**src/sv/tmc_pkg.sv**
```systemverilog
`timescale 1ns / 1ps
// Shared types, widths, class and register codes and the arctangent table
// for the tilt motion classifier. Depends on nothing.
package tmc_pkg;

    localparam int ANGLE_FRAC_BITS_DEF = 8;
    localparam int ROTATION_STEPS_DEF  = 16;

    localparam int ACC_FRAC   = 20;   // fraction bits of the angle accumulator
    localparam int PRESCALE   = 12;   // left shift applied to the rotation inputs
    localparam int TABLE_LEN  = 24;
    localparam int STEP_W     = 5;    // indexes TABLE_LEN entries
    localparam int SAMPLE_W   = 16;
    localparam int ROOT_W     = 16;
    localparam int SUMSQ_W    = 32;
    localparam int XY_W       = 32;
    localparam int Z_W        = 29;
    localparam int ANGLE_W    = 16;
    localparam int CLASS_W    = 3;
    localparam int CFG_IDX_W  = 3;
    localparam int CFG_DATA_W = 8;

    typedef logic signed [SAMPLE_W-1:0] sample_t;
    typedef logic signed [ANGLE_W-1:0]  angle_t;
    typedef logic [CFG_IDX_W-1:0]       cfg_idx_t;
    typedef logic [CFG_DATA_W-1:0]      cfg_data_t;

    typedef enum logic [CLASS_W-1:0] {
        CLS_LEVEL      = 3'd0,
        CLS_NOSE_DOWN  = 3'd1,
        CLS_NOSE_UP    = 3'd2,
        CLS_ROLL_LEFT  = 3'd3,
        CLS_ROLL_RIGHT = 3'd4
    } motion_class_t;

    localparam cfg_idx_t REG_LEVEL_LIMIT      = 3'd0;
    localparam cfg_idx_t REG_DOWN_FAR         = 3'd1;
    localparam cfg_idx_t REG_DOWN_NEAR        = 3'd2;
    localparam cfg_idx_t REG_UP_NEAR          = 3'd3;
    localparam cfg_idx_t REG_UP_FAR           = 3'd4;
    localparam cfg_idx_t REG_LEFT_ROLL_LIMIT  = 3'd5;
    localparam cfg_idx_t REG_RIGHT_ROLL_LIMIT = 3'd6;

    // Status of an iterative unit towards its sequencer
    typedef struct packed {
        logic busy;
        logic done;
    } unit_stat_t;

    // atan(2^-i) in degrees, 20 fraction bits
    function automatic logic signed [Z_W-1:0] atan_entry(input logic [STEP_W-1:0] idx);
        logic signed [Z_W-1:0] val;
        case (idx)
            5'd0:    val = 29'sd47185920;
            5'd1:    val = 29'sd27855475;
            5'd2:    val = 29'sd14718068;
            5'd3:    val = 29'sd7471121;
            5'd4:    val = 29'sd3750058;
            5'd5:    val = 29'sd1876857;
            5'd6:    val = 29'sd938658;
            5'd7:    val = 29'sd469357;
            5'd8:    val = 29'sd234682;
            5'd9:    val = 29'sd117342;
            5'd10:   val = 29'sd58671;
            5'd11:   val = 29'sd29335;
            5'd12:   val = 29'sd14668;
            5'd13:   val = 29'sd7334;
            5'd14:   val = 29'sd3667;
            5'd15:   val = 29'sd1833;
            5'd16:   val = 29'sd917;
            5'd17:   val = 29'sd458;
            5'd18:   val = 29'sd229;
            5'd19:   val = 29'sd115;
            5'd20:   val = 29'sd57;
            5'd21:   val = 29'sd29;
            5'd22:   val = 29'sd14;
            5'd23:   val = 29'sd7;
            default: val = '0;
        endcase
        return val;
    endfunction

endpackage

```
**src/sv/tmc_if.sv**
```systemverilog
`timescale 1ns / 1ps
// Valid/ready channel interfaces of the tilt motion classifier: sensor words,
// classification words and configuration writes. Depends on tmc_pkg.

interface tmc_in_if;
    logic             valid;
    logic             ready;
    tmc_pkg::sample_t accel_x;
    tmc_pkg::sample_t accel_y;
    tmc_pkg::sample_t accel_z;

    modport source (output valid, output accel_x, output accel_y, output accel_z,
                    input ready);
    modport sink   (input valid, input accel_x, input accel_y, input accel_z,
                    output ready);
endinterface

interface tmc_out_if;
    logic                          valid;
    logic                          ready;
    logic [tmc_pkg::CLASS_W-1:0]   motion_class;
    tmc_pkg::angle_t               pitch_angle;
    tmc_pkg::angle_t               roll_angle;
    logic                          class_changed_by_rule;

    modport source (output valid, output motion_class, output pitch_angle,
                    output roll_angle, output class_changed_by_rule, input ready);
    modport sink   (input valid, input motion_class, input pitch_angle,
                    input roll_angle, input class_changed_by_rule, output ready);
endinterface

interface tmc_cfg_if;
    logic               valid;
    logic               ready;
    tmc_pkg::cfg_idx_t  index;
    tmc_pkg::cfg_data_t data;

    modport source (output valid, output index, output data, input ready);
    modport sink   (input valid, input index, input data, output ready);
endinterface

```
**src/sv/tmc_sqrt.sv**
```systemverilog
`timescale 1ns / 1ps
// Digit-by-digit integer square root of a 32-bit radicand, two radicand bits
// per cycle. Depends on tmc_pkg.
module tmc_sqrt (
    input  logic                              clk,
    input  logic                              rst_n,
    input  logic                              start,
    input  logic [tmc_pkg::SUMSQ_W-1:0]       radicand,
    output tmc_pkg::unit_stat_t               stat,
    output logic [tmc_pkg::ROOT_W-1:0]        root
);
    import tmc_pkg::*;

    typedef enum logic {Q_IDLE, Q_RUN} qstate_t;

    localparam logic [SUMSQ_W-1:0] FIRST_BIT = SUMSQ_W'(1) << (SUMSQ_W - 2);

    qstate_t            state_reg, state_next;
    logic               done_reg, done_next;
    logic [SUMSQ_W-1:0] num_reg, num_next;
    logic [SUMSQ_W-1:0] res_reg, res_next;
    logic [SUMSQ_W-1:0] bit_reg, bit_next;
    logic [SUMSQ_W-1:0] trial;

    assign trial = res_reg + bit_reg;

    always_comb
    begin
        state_next = state_reg;
        done_next  = 1'b0;
        num_next   = num_reg;
        res_next   = res_reg;
        bit_next   = bit_reg;
        unique case (state_reg)
            Q_IDLE:
            begin
                if (start)
                begin
                    num_next   = radicand;
                    res_next   = '0;
                    bit_next   = FIRST_BIT;
                    state_next = Q_RUN;
                end
            end
            Q_RUN:
            begin
                // take the digit when the remainder covers the trial value
                if (num_reg >= trial)
                begin
                    num_next = num_reg - trial;
                    res_next = (res_reg >> 1) + bit_reg;
                end
                else
                begin
                    res_next = res_reg >> 1;
                end
                bit_next = bit_reg >> 2;
                if (bit_reg[0])
                begin
                    done_next  = 1'b1;
                    state_next = Q_IDLE;
                end
            end
            default:
            begin
                state_next = Q_IDLE;
            end
        endcase
    end

    always_ff @(posedge clk or negedge rst_n)
    begin
        if (!rst_n)
        begin
            state_reg <= Q_IDLE;
            done_reg  <= 1'b0;
        end
        else
        begin
            state_reg <= state_next;
            done_reg  <= done_next;
        end
    end

    always_ff @(posedge clk)
    begin
        num_reg <= num_next;
        res_reg <= res_next;
        bit_reg <= bit_next;
    end

    assign stat.busy = (state_reg == Q_RUN);
    assign stat.done = done_reg;
    assign root      = res_reg[ROOT_W-1:0];

endmodule

```
**src/sv/tmc_cordic.sv**
```systemverilog
`timescale 1ns / 1ps
// Vectoring rotation unit: atan2(numer, mag) in degrees, one rotation per
// cycle, then a rounding and saturation step. Depends on tmc_pkg.
module tmc_cordic #(
    parameter int ANGLE_FRAC_BITS = tmc_pkg::ANGLE_FRAC_BITS_DEF,
    parameter int ROTATION_STEPS  = tmc_pkg::ROTATION_STEPS_DEF
) (
    input  logic                              clk,
    input  logic                              rst_n,
    input  logic                              start,
    input  tmc_pkg::sample_t                  numer,
    input  logic [tmc_pkg::ROOT_W-1:0]        mag,
    output tmc_pkg::unit_stat_t               stat,
    output logic signed [ANGLE_FRAC_BITS+7:0] angle
);
    import tmc_pkg::*;

    localparam int ANG_W = ANGLE_FRAC_BITS + 8;
    localparam int STEPS = (ROTATION_STEPS < TABLE_LEN) ? ROTATION_STEPS : TABLE_LEN;
    localparam int SH    = ACC_FRAC - ANGLE_FRAC_BITS;
    localparam logic [Z_W-1:0]    HALF      = Z_W'(1) << (SH - 1);
    localparam logic [Z_W-1:0]    LIMIT     = Z_W'(90) << ANGLE_FRAC_BITS;
    localparam logic [STEP_W-1:0] LAST_STEP = STEP_W'(STEPS - 1);

    typedef enum logic [1:0] {C_IDLE, C_RUN, C_FIN} cstate_t;

    cstate_t                  state_reg, state_next;
    logic                     done_reg, done_next;
    logic [STEP_W-1:0]        step_reg, step_next;
    logic signed [XY_W-1:0]   x_reg, x_next;
    logic signed [XY_W-1:0]   y_reg, y_next;
    logic signed [Z_W-1:0]    z_reg, z_next;
    logic                     zero_reg, zero_next;
    logic signed [ANG_W-1:0]  angle_reg, angle_next;

    logic signed [XY_W-1:0]   dx, dy;
    logic signed [Z_W-1:0]    tab;
    logic [Z_W-1:0]           z_mag, z_rnd, z_sat;
    logic signed [ANG_W-1:0]  a_mag;

    assign dx  = y_reg >>> step_reg;
    assign dy  = x_reg >>> step_reg;
    assign tab = atan_entry(step_reg);

    // round half away from zero, then clamp to a right angle
    assign z_mag = z_reg[Z_W-1] ? unsigned'(-z_reg) : unsigned'(z_reg);
    assign z_rnd = (z_mag + HALF) >> SH;
    assign z_sat = (z_rnd > LIMIT) ? LIMIT : z_rnd;
    assign a_mag = signed'(ANG_W'(z_sat));

    always_comb
    begin
        state_next = state_reg;
        done_next  = 1'b0;
        step_next  = step_reg;
        x_next     = x_reg;
        y_next     = y_reg;
        z_next     = z_reg;
        zero_next  = zero_reg;
        angle_next = angle_reg;
        unique case (state_reg)
            C_IDLE:
            begin
                if (start)
                begin
                    x_next     = XY_W'({mag, {PRESCALE{1'b0}}});
                    y_next     = XY_W'(numer) <<< PRESCALE;
                    z_next     = '0;
                    zero_next  = (numer == '0);
                    step_next  = '0;
                    state_next = C_RUN;
                end
            end
            C_RUN:
            begin
                // rotate towards the x axis
                if (y_reg[XY_W-1])
                begin
                    x_next = x_reg - dx;
                    y_next = y_reg + dy;
                    z_next = z_reg - tab;
                end
                else
                begin
                    x_next = x_reg + dx;
                    y_next = y_reg - dy;
                    z_next = z_reg + tab;
                end
                step_next = step_reg + 1'b1;
                if (step_reg == LAST_STEP)
                begin
                    state_next = C_FIN;
                end
            end
            C_FIN:
            begin
                if (zero_reg)
                begin
                    angle_next = '0;
                end
                else if (z_reg[Z_W-1])
                begin
                    angle_next = -a_mag;
                end
                else
                begin
                    angle_next = a_mag;
                end
                done_next  = 1'b1;
                state_next = C_IDLE;
            end
            default:
            begin
                state_next = C_IDLE;
            end
        endcase
    end

    always_ff @(posedge clk or negedge rst_n)
    begin
        if (!rst_n)
        begin
            state_reg <= C_IDLE;
            done_reg  <= 1'b0;
            step_reg  <= '0;
        end
        else
        begin
            state_reg <= state_next;
            done_reg  <= done_next;
            step_reg  <= step_next;
        end
    end

    always_ff @(posedge clk)
    begin
        x_reg     <= x_next;
        y_reg     <= y_next;
        z_reg     <= z_next;
        zero_reg  <= zero_next;
        angle_reg <= angle_next;
    end

    assign stat.busy = (state_reg != C_IDLE);
    assign stat.done = done_reg;
    assign angle     = angle_reg;

endmodule

```
**src/sv/tilt_motion_classifier_unit.sv**
```systemverilog
`timescale 1ns / 1ps
// Top level of the tilt motion classifier: sequencer, shared squarer, tilt
// rules and result register. Depends on tmc_pkg, tmc_if, tmc_sqrt, tmc_cordic.
//
// Usage
//   sensor : one word per accelerometer sample (accel_x, accel_y, accel_z).
//            Ready is high only while the sequencer waits for a new word.
//   motion : one word per sample: class, pitch, roll (degrees, signed, with
//            ANGLE_FRAC_BITS fraction bits, low 16 bits kept) and a flag that
//            says whether a rule set the class or the previous one was held.
//   cfg    : register writes, always ready; write only while no sample is in
//            flight. Unknown indexes are dropped.
//   Per sample: three squaring states, a square root for pitch (16 steps), a
//   rotation for pitch run alongside the square root for roll, then a rotation
//   for roll. A new sample is accepted only after the last result is loaded.
//   The result sits in an output register: the next sample is taken while it
//   waits, and a stalled receiver only holds the sequencer at its last step.
//   Reset loads the register defaults, sets the held class to level and
//   empties the result register.
module tilt_motion_classifier_unit #(
    parameter int ANGLE_FRAC_BITS = tmc_pkg::ANGLE_FRAC_BITS_DEF,
    parameter int ROTATION_STEPS  = tmc_pkg::ROTATION_STEPS_DEF
) (
    input  logic       clk,
    input  logic       rst_n,
    tmc_in_if.sink     sensor,
    tmc_out_if.source  motion,
    tmc_cfg_if.sink    cfg
);
    import tmc_pkg::*;

    localparam int ANG_W = ANGLE_FRAC_BITS + 8;
    localparam int CMP_W = ANGLE_FRAC_BITS + 9;
    localparam logic signed [ANG_W-1:0] ANGLE_LIM = ANG_W'(90) <<< ANGLE_FRAC_BITS;

    typedef enum logic [2:0] {
        S_IDLE, S_SQ_X, S_SQ_Y, S_SQ_Z, S_SQRT_P, S_ROT_P, S_ROT_R, S_EMIT
    } seq_state_t;

    // configuration registers
    logic [6:0]        level_limit_reg;
    logic signed [7:0] down_far_reg, down_near_reg, up_near_reg, up_far_reg;
    logic signed [7:0] left_roll_limit_reg, right_roll_limit_reg;

    // sequencer and its registered outputs
    seq_state_t    state_reg, state_next;
    logic          sqrt_start_reg, sqrt_start_next;
    logic          rot_start_reg, rot_start_next;
    logic          sqrt_fin_reg, sqrt_fin_next;
    logic          rot_fin_reg, rot_fin_next;
    logic          out_valid_reg, out_valid_next;
    motion_class_t held_class_reg, held_class_next;

    // sample and intermediate results
    sample_t                 ax_reg, ay_reg, az_reg;
    logic [SUMSQ_W-1:0]      sqx_reg, sum_yz_reg, sum_xz_reg;
    logic [ROOT_W-1:0]       root_p_reg;
    logic signed [ANG_W-1:0] pitch_reg;

    // result register
    motion_class_t out_class_reg;
    angle_t        out_pitch_reg, out_roll_reg;
    logic          out_hit_reg;

    logic                    accept_in, out_take, out_load, both_fin;
    sample_t                 sq_op;
    logic signed [SUMSQ_W-1:0] sq_prod;
    logic [SUMSQ_W-1:0]      sqrt_radicand;
    logic [ROOT_W-1:0]       sqrt_root;
    unit_stat_t              sqrt_stat, rot_stat;
    sample_t                 rot_numer;
    logic [ROOT_W-1:0]       rot_mag;
    logic signed [ANG_W-1:0] rot_angle;

    logic signed [CMP_W-1:0] pitch_c, roll_c;
    logic signed [CMP_W-1:0] th_lv, th_df, th_dn, th_un, th_uf, th_lr, th_rr;
    motion_class_t           rule_cls;
    logic                    rule_hit;

    assign accept_in    = sensor.valid && sensor.ready;
    assign sensor.ready = (state_reg == S_IDLE);
    assign out_take     = motion.valid && motion.ready;
    assign out_load     = (state_reg == S_EMIT) && (!out_valid_reg || motion.ready);
    assign both_fin     = (sqrt_fin_reg || sqrt_stat.done) && (rot_fin_reg || rot_stat.done);

    // ---------------------------------------------------------------
    // Configuration port: always ready, unknown indexes ignored
    // ---------------------------------------------------------------
    assign cfg.ready = 1'b1;

    always_ff @(posedge clk or negedge rst_n)
    begin
        if (!rst_n)
        begin
            level_limit_reg      <= 7'd10;
            down_far_reg         <= -8'sd40;
            down_near_reg        <= -8'sd20;
            up_near_reg          <= 8'sd20;
            up_far_reg           <= 8'sd60;
            left_roll_limit_reg  <= -8'sd30;
            right_roll_limit_reg <= 8'sd20;
        end
        else if (cfg.valid)
        begin
            unique case (cfg.index)
                REG_LEVEL_LIMIT:      level_limit_reg      <= cfg.data[6:0];
                REG_DOWN_FAR:         down_far_reg         <= signed'(cfg.data);
                REG_DOWN_NEAR:        down_near_reg        <= signed'(cfg.data);
                REG_UP_NEAR:          up_near_reg          <= signed'(cfg.data);
                REG_UP_FAR:           up_far_reg           <= signed'(cfg.data);
                REG_LEFT_ROLL_LIMIT:  left_roll_limit_reg  <= signed'(cfg.data);
                REG_RIGHT_ROLL_LIMIT: right_roll_limit_reg <= signed'(cfg.data);
                default:
                begin
                end
            endcase
        end
    end

    // ---------------------------------------------------------------
    // Shared squarer: one axis per cycle in the three squaring states
    // ---------------------------------------------------------------
    always_comb
    begin
        case (state_reg)
            S_SQ_Y:  sq_op = ay_reg;
            S_SQ_Z:  sq_op = az_reg;
            default: sq_op = ax_reg;
        endcase
    end

    assign sq_prod = sq_op * sq_op;

    // ---------------------------------------------------------------
    // Iterative units. Their operands are steered by the state in which
    // the start pulse arrives; both units latch them on start.
    // ---------------------------------------------------------------
    assign sqrt_radicand = (state_reg == S_SQRT_P) ? sum_yz_reg : sum_xz_reg;
    assign rot_numer     = (state_reg == S_ROT_P) ? ax_reg : ay_reg;
    assign rot_mag       = (state_reg == S_ROT_P) ? root_p_reg : sqrt_root;

    tmc_sqrt u_sqrt (
        .clk      (clk),
        .rst_n    (rst_n),
        .start    (sqrt_start_reg),
        .radicand (sqrt_radicand),
        .stat     (sqrt_stat),
        .root     (sqrt_root)
    );

    tmc_cordic #(
        .ANGLE_FRAC_BITS (ANGLE_FRAC_BITS),
        .ROTATION_STEPS  (ROTATION_STEPS)
    ) u_cordic (
        .clk   (clk),
        .rst_n (rst_n),
        .start (rot_start_reg),
        .numer (rot_numer),
        .mag   (rot_mag),
        .stat  (rot_stat),
        .angle (rot_angle)
    );

    // ---------------------------------------------------------------
    // Tilt rules, later rules override earlier ones; strict compares at
    // full angle precision against threshold * 2^ANGLE_FRAC_BITS.
    // ---------------------------------------------------------------
    assign pitch_c = CMP_W'(pitch_reg);
    assign roll_c  = CMP_W'(rot_angle);
    assign th_lv   = signed'(CMP_W'(level_limit_reg) << ANGLE_FRAC_BITS);
    assign th_df   = CMP_W'(down_far_reg) <<< ANGLE_FRAC_BITS;
    assign th_dn   = CMP_W'(down_near_reg) <<< ANGLE_FRAC_BITS;
    assign th_un   = CMP_W'(up_near_reg) <<< ANGLE_FRAC_BITS;
    assign th_uf   = CMP_W'(up_far_reg) <<< ANGLE_FRAC_BITS;
    assign th_lr   = CMP_W'(left_roll_limit_reg) <<< ANGLE_FRAC_BITS;
    assign th_rr   = CMP_W'(right_roll_limit_reg) <<< ANGLE_FRAC_BITS;

    always_comb
    begin
        rule_cls = held_class_reg;
        rule_hit = 1'b0;
        if ((pitch_c > -th_lv) && (pitch_c < th_lv))
        begin
            rule_cls = CLS_LEVEL;
            rule_hit = 1'b1;
        end
        if ((pitch_c > th_df) && (pitch_c < th_dn))
        begin
            rule_cls = CLS_NOSE_DOWN;
            rule_hit = 1'b1;
        end
        if ((pitch_c > th_un) && (pitch_c < th_uf))
        begin
            rule_cls = CLS_NOSE_UP;
            rule_hit = 1'b1;
        end
        if (roll_c < th_lr)
        begin
            rule_cls = CLS_ROLL_LEFT;
            rule_hit = 1'b1;
        end
        if (roll_c > th_rr)
        begin
            rule_cls = CLS_ROLL_RIGHT;
            rule_hit = 1'b1;
        end
    end

    // ---------------------------------------------------------------
    // Sequencer
    // ---------------------------------------------------------------
    always_comb
    begin
        state_next = state_reg;
        unique case (state_reg)
            S_IDLE:
            begin
                if (accept_in)
                begin
                    state_next = S_SQ_X;
                end
            end
            S_SQ_X:   state_next = S_SQ_Y;
            S_SQ_Y:   state_next = S_SQ_Z;
            S_SQ_Z:   state_next = S_SQRT_P;
            S_SQRT_P:
            begin
                if (sqrt_stat.done)
                begin
                    state_next = S_ROT_P;
                end
            end
            S_ROT_P:
            begin
                if (both_fin)
                begin
                    state_next = S_ROT_R;
                end
            end
            S_ROT_R:
            begin
                if (rot_stat.done)
                begin
                    state_next = S_EMIT;
                end
            end
            S_EMIT:
            begin
                if (out_load)
                begin
                    state_next = S_IDLE;
                end
            end
            default:
            begin
                state_next = S_IDLE;
            end
        endcase
    end

    // start the root for pitch after the squares, then the pitch rotation
    // and the root for roll together, then the roll rotation
    assign sqrt_start_next = (state_reg == S_SQ_Z) ||
                             ((state_reg == S_SQRT_P) && sqrt_stat.done);
    assign rot_start_next  = ((state_reg == S_SQRT_P) && sqrt_stat.done) ||
                             ((state_reg == S_ROT_P) && both_fin);
    // remember which of the two overlapped units has finished
    assign sqrt_fin_next   = (state_reg == S_ROT_P) && !both_fin &&
                             (sqrt_fin_reg || sqrt_stat.done);
    assign rot_fin_next    = (state_reg == S_ROT_P) && !both_fin &&
                             (rot_fin_reg || rot_stat.done);
    assign out_valid_next  = out_load || (out_valid_reg && !out_take);
    assign held_class_next = out_load ? rule_cls : held_class_reg;

    always_ff @(posedge clk or negedge rst_n)
    begin
        if (!rst_n)
        begin
            state_reg      <= S_IDLE;
            sqrt_start_reg <= 1'b0;
            rot_start_reg  <= 1'b0;
            sqrt_fin_reg   <= 1'b0;
            rot_fin_reg    <= 1'b0;
            out_valid_reg  <= 1'b0;
            held_class_reg <= CLS_LEVEL;
        end
        else
        begin
            state_reg      <= state_next;
            sqrt_start_reg <= sqrt_start_next;
            rot_start_reg  <= rot_start_next;
            sqrt_fin_reg   <= sqrt_fin_next;
            rot_fin_reg    <= rot_fin_next;
            out_valid_reg  <= out_valid_next;
            held_class_reg <= held_class_next;
        end
    end

    // data path registers
    always_ff @(posedge clk)
    begin
        if (accept_in)
        begin
            ax_reg <= sensor.accel_x;
            ay_reg <= sensor.accel_y;
            az_reg <= sensor.accel_z;
        end
        if (state_reg == S_SQ_X)
        begin
            sqx_reg <= unsigned'(sq_prod);
        end
        if (state_reg == S_SQ_Y)
        begin
            sum_yz_reg <= unsigned'(sq_prod);
        end
        if (state_reg == S_SQ_Z)
        begin
            sum_yz_reg <= sum_yz_reg + unsigned'(sq_prod);
            sum_xz_reg <= sqx_reg + unsigned'(sq_prod);
        end
        if ((state_reg == S_SQRT_P) && sqrt_stat.done)
        begin
            root_p_reg <= sqrt_root;
        end
        if ((state_reg == S_ROT_P) && both_fin)
        begin
            pitch_reg <= rot_angle;
        end
        if (out_load)
        begin
            out_class_reg <= rule_cls;
            out_pitch_reg <= ANGLE_W'(pitch_reg);
            out_roll_reg  <= ANGLE_W'(rot_angle);
            out_hit_reg   <= rule_hit;
        end
    end

    assign motion.valid                 = out_valid_reg;
    assign motion.motion_class          = out_class_reg;
    assign motion.pitch_angle           = out_pitch_reg;
    assign motion.roll_angle            = out_roll_reg;
    assign motion.class_changed_by_rule = out_hit_reg;

    // ---------------------------------------------------------------
    // Assertions
    // ---------------------------------------------------------------
    a_held_follows_out: assert property (@(posedge clk) disable iff (!rst_n)
        out_load |=> (held_class_reg == out_class_reg))
        else $error("held class differs from the class just issued");

    a_pitch_bounded: assert property (@(posedge clk) disable iff (!rst_n)
        out_load |-> ((pitch_reg <= ANGLE_LIM) && (pitch_reg >= -ANGLE_LIM)))
        else $error("pitch beyond a right angle");

    a_sqrt_free: assert property (@(posedge clk) disable iff (!rst_n)
        sqrt_start_reg |-> !sqrt_stat.busy)
        else $error("root unit started while busy");

    a_rot_free: assert property (@(posedge clk) disable iff (!rst_n)
        rot_start_reg |-> !rot_stat.busy)
        else $error("rotation unit started while busy");

    a_class_code: assert property (@(posedge clk) disable iff (!rst_n)
        out_valid_reg |-> (out_class_reg <= CLS_ROLL_RIGHT))
        else $error("class code out of range");

endmodule
```
**src/flat_wrapper.sv**
```systemverilog
// flat-port wrapper written by rule: the top's interface ports become plain ports
module tilt_motion_classifier_unit_flat import tmc_pkg::*;
#(
    parameter int ANGLE_FRAC_BITS = tmc_pkg::ANGLE_FRAC_BITS_DEF,
    parameter int ROTATION_STEPS  = tmc_pkg::ROTATION_STEPS_DEF
)
  (clk, rst_n, sensor_valid, sensor_accel_x, sensor_accel_y, sensor_accel_z, sensor_ready, motion_valid, motion_motion_class, motion_pitch_angle, motion_roll_angle, motion_class_changed_by_rule, motion_ready, cfg_valid, cfg_index, cfg_data, cfg_ready);
  tmc_in_if sensor_i ();
  tmc_out_if motion_i ();
  tmc_cfg_if cfg_i ();
  input  logic clk;
  input  logic rst_n;
  input wire logic [$bits(sensor_i.valid)-1:0] sensor_valid;
  input wire logic [$bits(sensor_i.accel_x)-1:0] sensor_accel_x;
  input wire logic [$bits(sensor_i.accel_y)-1:0] sensor_accel_y;
  input wire logic [$bits(sensor_i.accel_z)-1:0] sensor_accel_z;
  output wire logic [$bits(sensor_i.ready)-1:0] sensor_ready;
  output wire logic [$bits(motion_i.valid)-1:0] motion_valid;
  output wire logic [$bits(motion_i.motion_class)-1:0] motion_motion_class;
  output wire logic [$bits(motion_i.pitch_angle)-1:0] motion_pitch_angle;
  output wire logic [$bits(motion_i.roll_angle)-1:0] motion_roll_angle;
  output wire logic [$bits(motion_i.class_changed_by_rule)-1:0] motion_class_changed_by_rule;
  input wire logic [$bits(motion_i.ready)-1:0] motion_ready;
  input wire logic [$bits(cfg_i.valid)-1:0] cfg_valid;
  input wire logic [$bits(cfg_i.index)-1:0] cfg_index;
  input wire logic [$bits(cfg_i.data)-1:0] cfg_data;
  output wire logic [$bits(cfg_i.ready)-1:0] cfg_ready;
  assign sensor_i.valid = sensor_valid;
  assign sensor_i.accel_x = sensor_accel_x;
  assign sensor_i.accel_y = sensor_accel_y;
  assign sensor_i.accel_z = sensor_accel_z;
  assign sensor_ready = sensor_i.ready;
  assign motion_valid = motion_i.valid;
  assign motion_motion_class = motion_i.motion_class;
  assign motion_pitch_angle = motion_i.pitch_angle;
  assign motion_roll_angle = motion_i.roll_angle;
  assign motion_class_changed_by_rule = motion_i.class_changed_by_rule;
  assign motion_i.ready = motion_ready;
  assign cfg_i.valid = cfg_valid;
  assign cfg_i.index = cfg_index;
  assign cfg_i.data = cfg_data;
  assign cfg_ready = cfg_i.ready;
  tilt_motion_classifier_unit #(.ANGLE_FRAC_BITS(ANGLE_FRAC_BITS), .ROTATION_STEPS(ROTATION_STEPS)) u_core (.clk(clk), .rst_n(rst_n), .sensor(sensor_i), .motion(motion_i), .cfg(cfg_i));
endmodule
```
**config.mk**
```make
export PLATFORM = sky130hd
export DESIGN_NAME = tilt_motion_classifier_unit_flat
export DESIGN_NICKNAME = d
export VERILOG_FILES = /design/src/sv/tmc_pkg.sv /design/src/sv/tmc_if.sv /design/src/sv/tmc_sqrt.sv /design/src/sv/tmc_cordic.sv /design/src/sv/tilt_motion_classifier_unit.sv /design/src/flat_wrapper.sv
export SDC_FILE = /design/constraint.sdc
export NUM_CORES = 2
export LEC_CHECK = 0
export ABC_AREA = 1
export BUFFER_PORTS_ARGS = -buffer_cell sky130_fd_sc_hd__buf_2
export CAP_MARGIN = 20
export CORE_UTILIZATION = 40
export DETAILED_ROUTE_END_ITERATION = 6
export PLACE_DENSITY = 0.56
export SLEW_MARGIN = 20
export SYNTH_ARGS = -nofsm -noshare
export SYNTH_HDL_FRONTEND = slang
export SYNTH_SLANG_ARGS = --single-unit
```
**constraint.sdc**
```tcl
create_clock -name clk -period 18.8 [get_ports clk]
set_input_delay 0.94 -clock clk [delete_from_list [all_inputs] [get_ports clk]]
set_output_delay 0.94 -clock clk [all_outputs]
set_load 0.01 [all_outputs]
```
### Word level (Yosys, flattened, before mapping)

Memories as Yosys holds them, arrays and structs flattened.
Cells that the tools add are included.
W data, S select, Z words.

* add/subtract/negate cells: 16
* multipliers: 1
* $lt $le $gt $ge: 10
* equality and inequality tests: 25
* shifts and indexed selects: 2
* multiplexer cells: 49
* bitwise operators: 1
* reductions and logical operators: 41

Operators by type and width (count)
* $mux W32: 12
* $pmux W32 S2: 5
* $add A32 B32 Y32: 5
* $sub A32 B32 Y32: 3
* $mux W29: 3
* $lt A16 B16 Y1: 4
* $mux W16: 4
* $sshr A32 B5 Y32: 2
* $pmux W29 S2: 1
* $gt A16 B16 Y1: 3
* $add A31 B32 Y32: 1
* $ge A32 B32 Y1: 1
* $mul A16 B16 Y32: 1
* $pmux W16 S2: 1
* $mux W3: 10
* $add A29 B12 Y29 const B: 1
* $add A29 B29 Y29: 1
* $neg A29 Y29: 1
* $sub A29 B29 Y29: 1
* $pmux W3 S8: 1
* $reduce_and A2 Y1: 11
* $eq A3 B3 Y1 const B: 7
* $gt A16 B17 Y1: 1
* $gt A17 B15 Y1 const B: 1
* 26 further kinds: 64

* register bits: 494
* ROM bits: 832
* input port bits: 64
* output and inout bits: 39
* word-level logic and storage cells: 185
* memories: 1

Memories
* (name not given): words 32, width 26, read ports 1, clocked after Yosys merged registers in 0, wr ports 0, line tmc_pkg.sv:53 `case (idx)`

### Depth between registers and ports, before layout

* depth in word-level cells: 8
* gate-level depth with buffers: 50
* gate-level depth less buffers: 50

### Cells and area by module

From an unflattened synthesis, not the netlist that was laid out.

* cell total of the unflattened synthesis: 6691
* area, all modules: 49777.7 um^2

By module, submodules not included
* tilt_motion_classifier_unit: times used 1, cells each 2758, area an instance 24598.6 um^2, seq. area each 8016.4 um^2
* tmc_cordic: times used 1, cells each 2520, area an instance 16104.2 um^2, seq. area each 3503.4 um^2
* tmc_sqrt: times used 1, cells each 1413, area an instance 9075.0 um^2, seq. area each 2452.4 um^2

### Worst setup path before layout

Ideal clock, no wire load.

* path type: register to register
* start: register u_core.state_reg[0]
* end: register u_core.sum_yz_reg[31], data pin
* setup time: 271 ps
* arrival: 9237 ps
* data required time: 18529 ps
* path slack: 9293 ps
* stages on the path, launching flop included: 40
* path buffers: 1
* period minus slack after synthesis: 9507 ps
* cells stage by stage: dfrtp_1 nand2_1 nor2_2 inv_2 nand2_1 inv_1 clkbuf_1 a21oi_1 clkinv_1 nand2_1 inv_1 fa_1 inv_1 fa_1 inv_1 fa_1 inv_1 fa_1 (+4 left out) a21oi_1 nand2_1 a21boi_0 o21ai_1 a21oi_1 o21ai_1 a21boi_0 o21ai_1 xor2_1 ha_1 nand2_1 nor3_1 nor3b_1 nand4_1 nand4_1 xnor2_1 nor2_1 xor2_1

* word-level cells in the longest chain between the ends: 5
* elaborated cells between the ends (all ways): 7
* those cells by class: add/sub (1); mul (1); eq/ne (2); mux (3)

RTL lines
* from (decl): line tilt_motion_classifier_unit.sv:46 `seq_state_t state_reg, state_next;`
* from (signal assigned): line tilt_motion_classifier_unit.sv:289 `state_reg <= state_next;`
* $eq A3 B2 Y1: line tilt_motion_classifier_unit.sv:125 `case (state_reg)`
* $pmux W16 S2 *: line tilt_motion_classifier_unit.sv:125
* $mul A16 B16 Y32 *: line tilt_motion_classifier_unit.sv:132 `assign sq_prod = sq_op * sq_op;`
* named net u_core.sq_prod[28]: line tilt_motion_classifier_unit.sv:67 `logic signed [SUMSQ_W-1:0] sq_prod;`
* $add A32 B32 Y32 *: line tilt_motion_classifier_unit.sv:318 `sum_yz_reg <= sum_yz_reg + unsigned'(sq_prod);`
* $mux W32 *: line tilt_motion_classifier_unit.sv:316 `if (state_reg == S_SQ_Z)`
* to (signal assigned): line tilt_motion_classifier_unit.sv:314 `sum_yz_reg <= unsigned'(sq_prod);`
* to (signal assigned): line tilt_motion_classifier_unit.sv:318
* to (decl): line tilt_motion_classifier_unit.sv:56 `logic [SUMSQ_W-1:0] sqx_reg, sum_yz_reg, sum_xz_reg;`

The timed path passes the listed nets; every way through them passes the cells marked *. The select of a mux whose other input is x is not followed.
A chain may end at the register's enable or synchronous reset.

### Worst setup path in the final report

Same ends and word-level chain as after synthesis.

==> results list <==
- Status: finished, violations left
- Violated checks: design-rule violations
- Setup total negative slack on the finished layout was measured at 0 ps.
- Largest net degree at the start of global routing: 79
- Total length of routed wires: roughly 130,000 µm
* Row count: 123
* Most instantiated flip-flop cell in the synthesis netlist: sky130_fd_sc_hd__edfxtp_1
- The routed design could run at a clock period as short as 11,340 ps.
- Number of non-filler instances in the completed layout: roughly 7,400
- Summed over all nets, the half-perimeter wirelength after detailed placement is a little over 100,000 µm.
- Clock Skew: around 26 ps
* Count of state elements after synthesis: 477
* Synthesized netlist cell count: 5,788
- Pin slew with the least headroom to its limit: 1111 ps
- Max cap viols: 0
- TritonCTS created 56 clock buffers.
- Total of cells resized after clock tree synthesis: 0
* Total congestion overflow after global routing: 0
* Number of global-route vias before repair: about 37,000
- Placed cell count: 7,284
* Gpl congestion: 0.9133
- The total area inside the core boundary comes to around 110,000 µm².
* Setup repair bufs after CTS: 0
* Kind of start point of the critical path: register
- Count of cells along the worst register-to-register path: 39
- Critical path class: reg2reg
* Dominant cells by area after synthesis: sky130_fd_sc_hd__edfxtp_1, sky130_fd_sc_hd__fa_1, sky130_fd_sc_hd__ha_1
* Antenna viol nets, final: 0
* Horizontal die dimension: ~340 µm
- Fill cell total of the finished layout: 11,350
- Yosys instantiated no cell more often than sky130_fd_sc_hd__nand2_1.
- The number of antenna violations at the first check in global routing was 3.
* Type of destination of the critical path: register
- The most numerous cell type found on the critical path is sky130_fd_sc_hd__inv_1.
- Setup repair after global routing left no endpoint under its margin.
* Master of the slowest instance on the critical path: sky130_fd_sc_hd__a21oi_1
- Number of endpoints with negative hold slack in the final report: 0
* Top-area cell type share of the netlist area: 0.2630
- Counting both buffers and inverters, the worst setup path holds a total of 10.
- In the synthesized netlist, the cells that appear most often are sky130_fd_sc_hd__nand2_1, sky130_fd_sc_hd__inv_1, sky130_fd_sc_hd__o21ai_0.
- Input and output buffers added on the ports amount to 101.
- Of all cell types, the one taking the most synthesized area is sky130_fd_sc_hd__edfxtp_1.
* Sequential cell area fraction in the yosys report: 0.3051
- Synthesis-to-finish area growth: 8.537%
- Clock tree from TritonCTS: yes
- 0 antenna diodes ended up in the layout.
- Post-synth design cell area: 45,790 µm²
* Clock slew seen by the registers of the worst setup and hold paths: 70 ps
* Violation count after the first detailed-route iteration: 2,867
* Number of pins with negative max-slew slack in the final report: 0
- Routed via count: 38,390
* H-tree depth reported by CTS: 2
* Post-Synthesis Net Count: 6,469
- Number of synthesized flops with an enable pin: around 400
- Setup violations remaining at the end of the flow were counted as 0.
- Arr. time, crit path: 11,720 ps
- The final layout contains between 6,000 and 7,000 nets.
* Number of search-and-repair iterations in the first detailed-routing pass: 7
* Hold-fix buffers at CTS: 0
- In this run the number of cells on the critical path is 39.
- In the finished design, the share of the clock period the worst path needs comes to 0.6034.
- A synthesized cell averages 7.911 µm².
- F_max: 88.16 MHz
- The tree built by TritonCTS fans out to roughly 480 sinks.
* First-pass GRT wire length: between 200,000 and 250,000 µm
- In this run the deepest clock path goes through 3 buffers.
- Area of the die: 115,800 µm²
* Vertical die dimension: roughly 340 µm
- The initial utilization of the core area, before any placement, comes to 0.4054.
- Worst hold margin: 152.7 ps
- CTS Root Buffer Type: sky130_fd_sc_hd__clkbuf_16
- On the critical path the largest part of the delay comes from adder cells.
- Boundary Pins: 103
- In the routed design, unresolved DRC markers number 2.
- Dividing the detail-routed via count by the number of cells gives 5.196.
- Of the cells placed in the final design, the portion with a size suffix greater than 1 is 0.06012.
- In the synthesized netlist the async set-or-reset flop fraction comes to 0.1593.
* Overall track demand over capacity in global routing: 0.2223
* CP max FO: 55
* Final routed wire length divided by cell count: 17.58 µm
- For this run, the number of Yosys warnings is 0.
- For the worst-skew pair, the clock arrives at the later sink with an insertion delay of around 670 ps.
- The tightest min-delay check is of the in2async type.
- Delay of the slowest critical-path stage: 940 ps
- Counting distinct cell types in the post-synthesis netlist gives 67.
- Worst-case headroom to the max-slew limit: 0.2596
* Worst endpoint required time: 19,180 ps
## cell families (layout without fill, tap and decap cells)
family                     count (synthesis)  after routing  synth area share
and+or+nand+nor                         2044           2044            0.1829
xor gates and xnor gates                 253            253           0.04839
other                                      1              1        0.00008190
DFF                                      477            477            0.3051
buffers and inverters                   1080           1180           0.09203
AOI/OAI and AO/OA                       1279           1279            0.1552
adders and majority gates                617            617            0.2081
muxes                                     37             37          0.008143
## final cells by class
cell class / instances / area, µm² / share of cell area
tap: 1500 / 1877 / 0.03776
clock buffer: 64 / 1441 / 0.02900
timing repair buffer: 140 / 800.8 / 0.01611
multi-input combinational: 4231 / 27650 / 0.5563
inverter: 936 / 3518 / 0.07080
clock inverter: 40 / 436.7 / 0.008787
sequential: 477 / 13970 / 0.2812
## placed cells by master (no fill, tap or decap), drive strengths merged, types with 30 or more instances in the layout
cell type | synthesis | layout
fa | 241 | 241
o22ai | 39 | 39
nor3 | 63 | 63
clkinv | 8 | 30
dfrtp | 53 | 53
nand4 | 42 | 42
nand3 | 149 | 149
nand2 | 1230 | 1230
mux2i | 35 | 35
xnor2 | 90 | 90
o21a | 54 | 54
buf | 62 | 140
o21ai | 583 | 583
a21oi | 416 | 416
clkbuf | 82 | 64
edfxtp | 401 | 401
ha | 376 | 376
xor2 | 163 | 163
nor2 | 502 | 502
inv | 928 | 932
## worst register-to-register path: cells and delay by family (launching register included)
kind / cells / cell delay, ps
xor gates and xnor gates: 3 / 800
buffers and inverters: 10 / 1910
AOI/OAI and AO/OA: 8 / 2350
adders and majority gates: 8 / 3590
and+or+nand+nor: 10 / 1990
DFF: 1 / 420
## layer usage
metal  track usage  wire length [µm]
met1        0.3334             64270
met2        0.3369             55190
met3       0.02921              7515
met4       0.05204              2894
met5             0                19
## through the flow
step                setup slack, ps  cell area, µm²    util
finish                         7457           49700  0.4400
global route                   6695           49700  0.4400
CTS                            7586           49690  0.4399
detailed placement             7621           47820  0.4233
global placement               7822           47820  0.4233
floorplan                      9293           45790       -
## final timing paths
kind	slack, ps	start	endpoint
hold / removal	150	rst_n	u_core.down_far_reg[0]$_DFFE_PN0P_
hold reg to reg	450	u_core.pitch_reg[7]$_DFFE_PP_	u_core.motion.pitch_angle[7]$_DFFE_PP_
setup reg to reg	7460	u_core.state_reg[0]$_DFFE_PN0P_	u_core.sum_yz_reg[31]$_DFFE_PN_
setup / recovery	7460	u_core.state_reg[0]$_DFFE_PN0P_	u_core.sum_yz_reg[31]$_DFFE_PN_
min in group clk	450	u_core.pitch_reg[7]$_DFFE_PP_	u_core.motion.pitch_angle[7]$_DFFE_PP_
max in group asynchronous	17480	rst_n	u_core.u_cordic.step_reg[0]$_DFFE_PN0P_
Power is not shown: default switching activity piles up to over one toggle a cycle in this logic, so the estimate is an artifact.
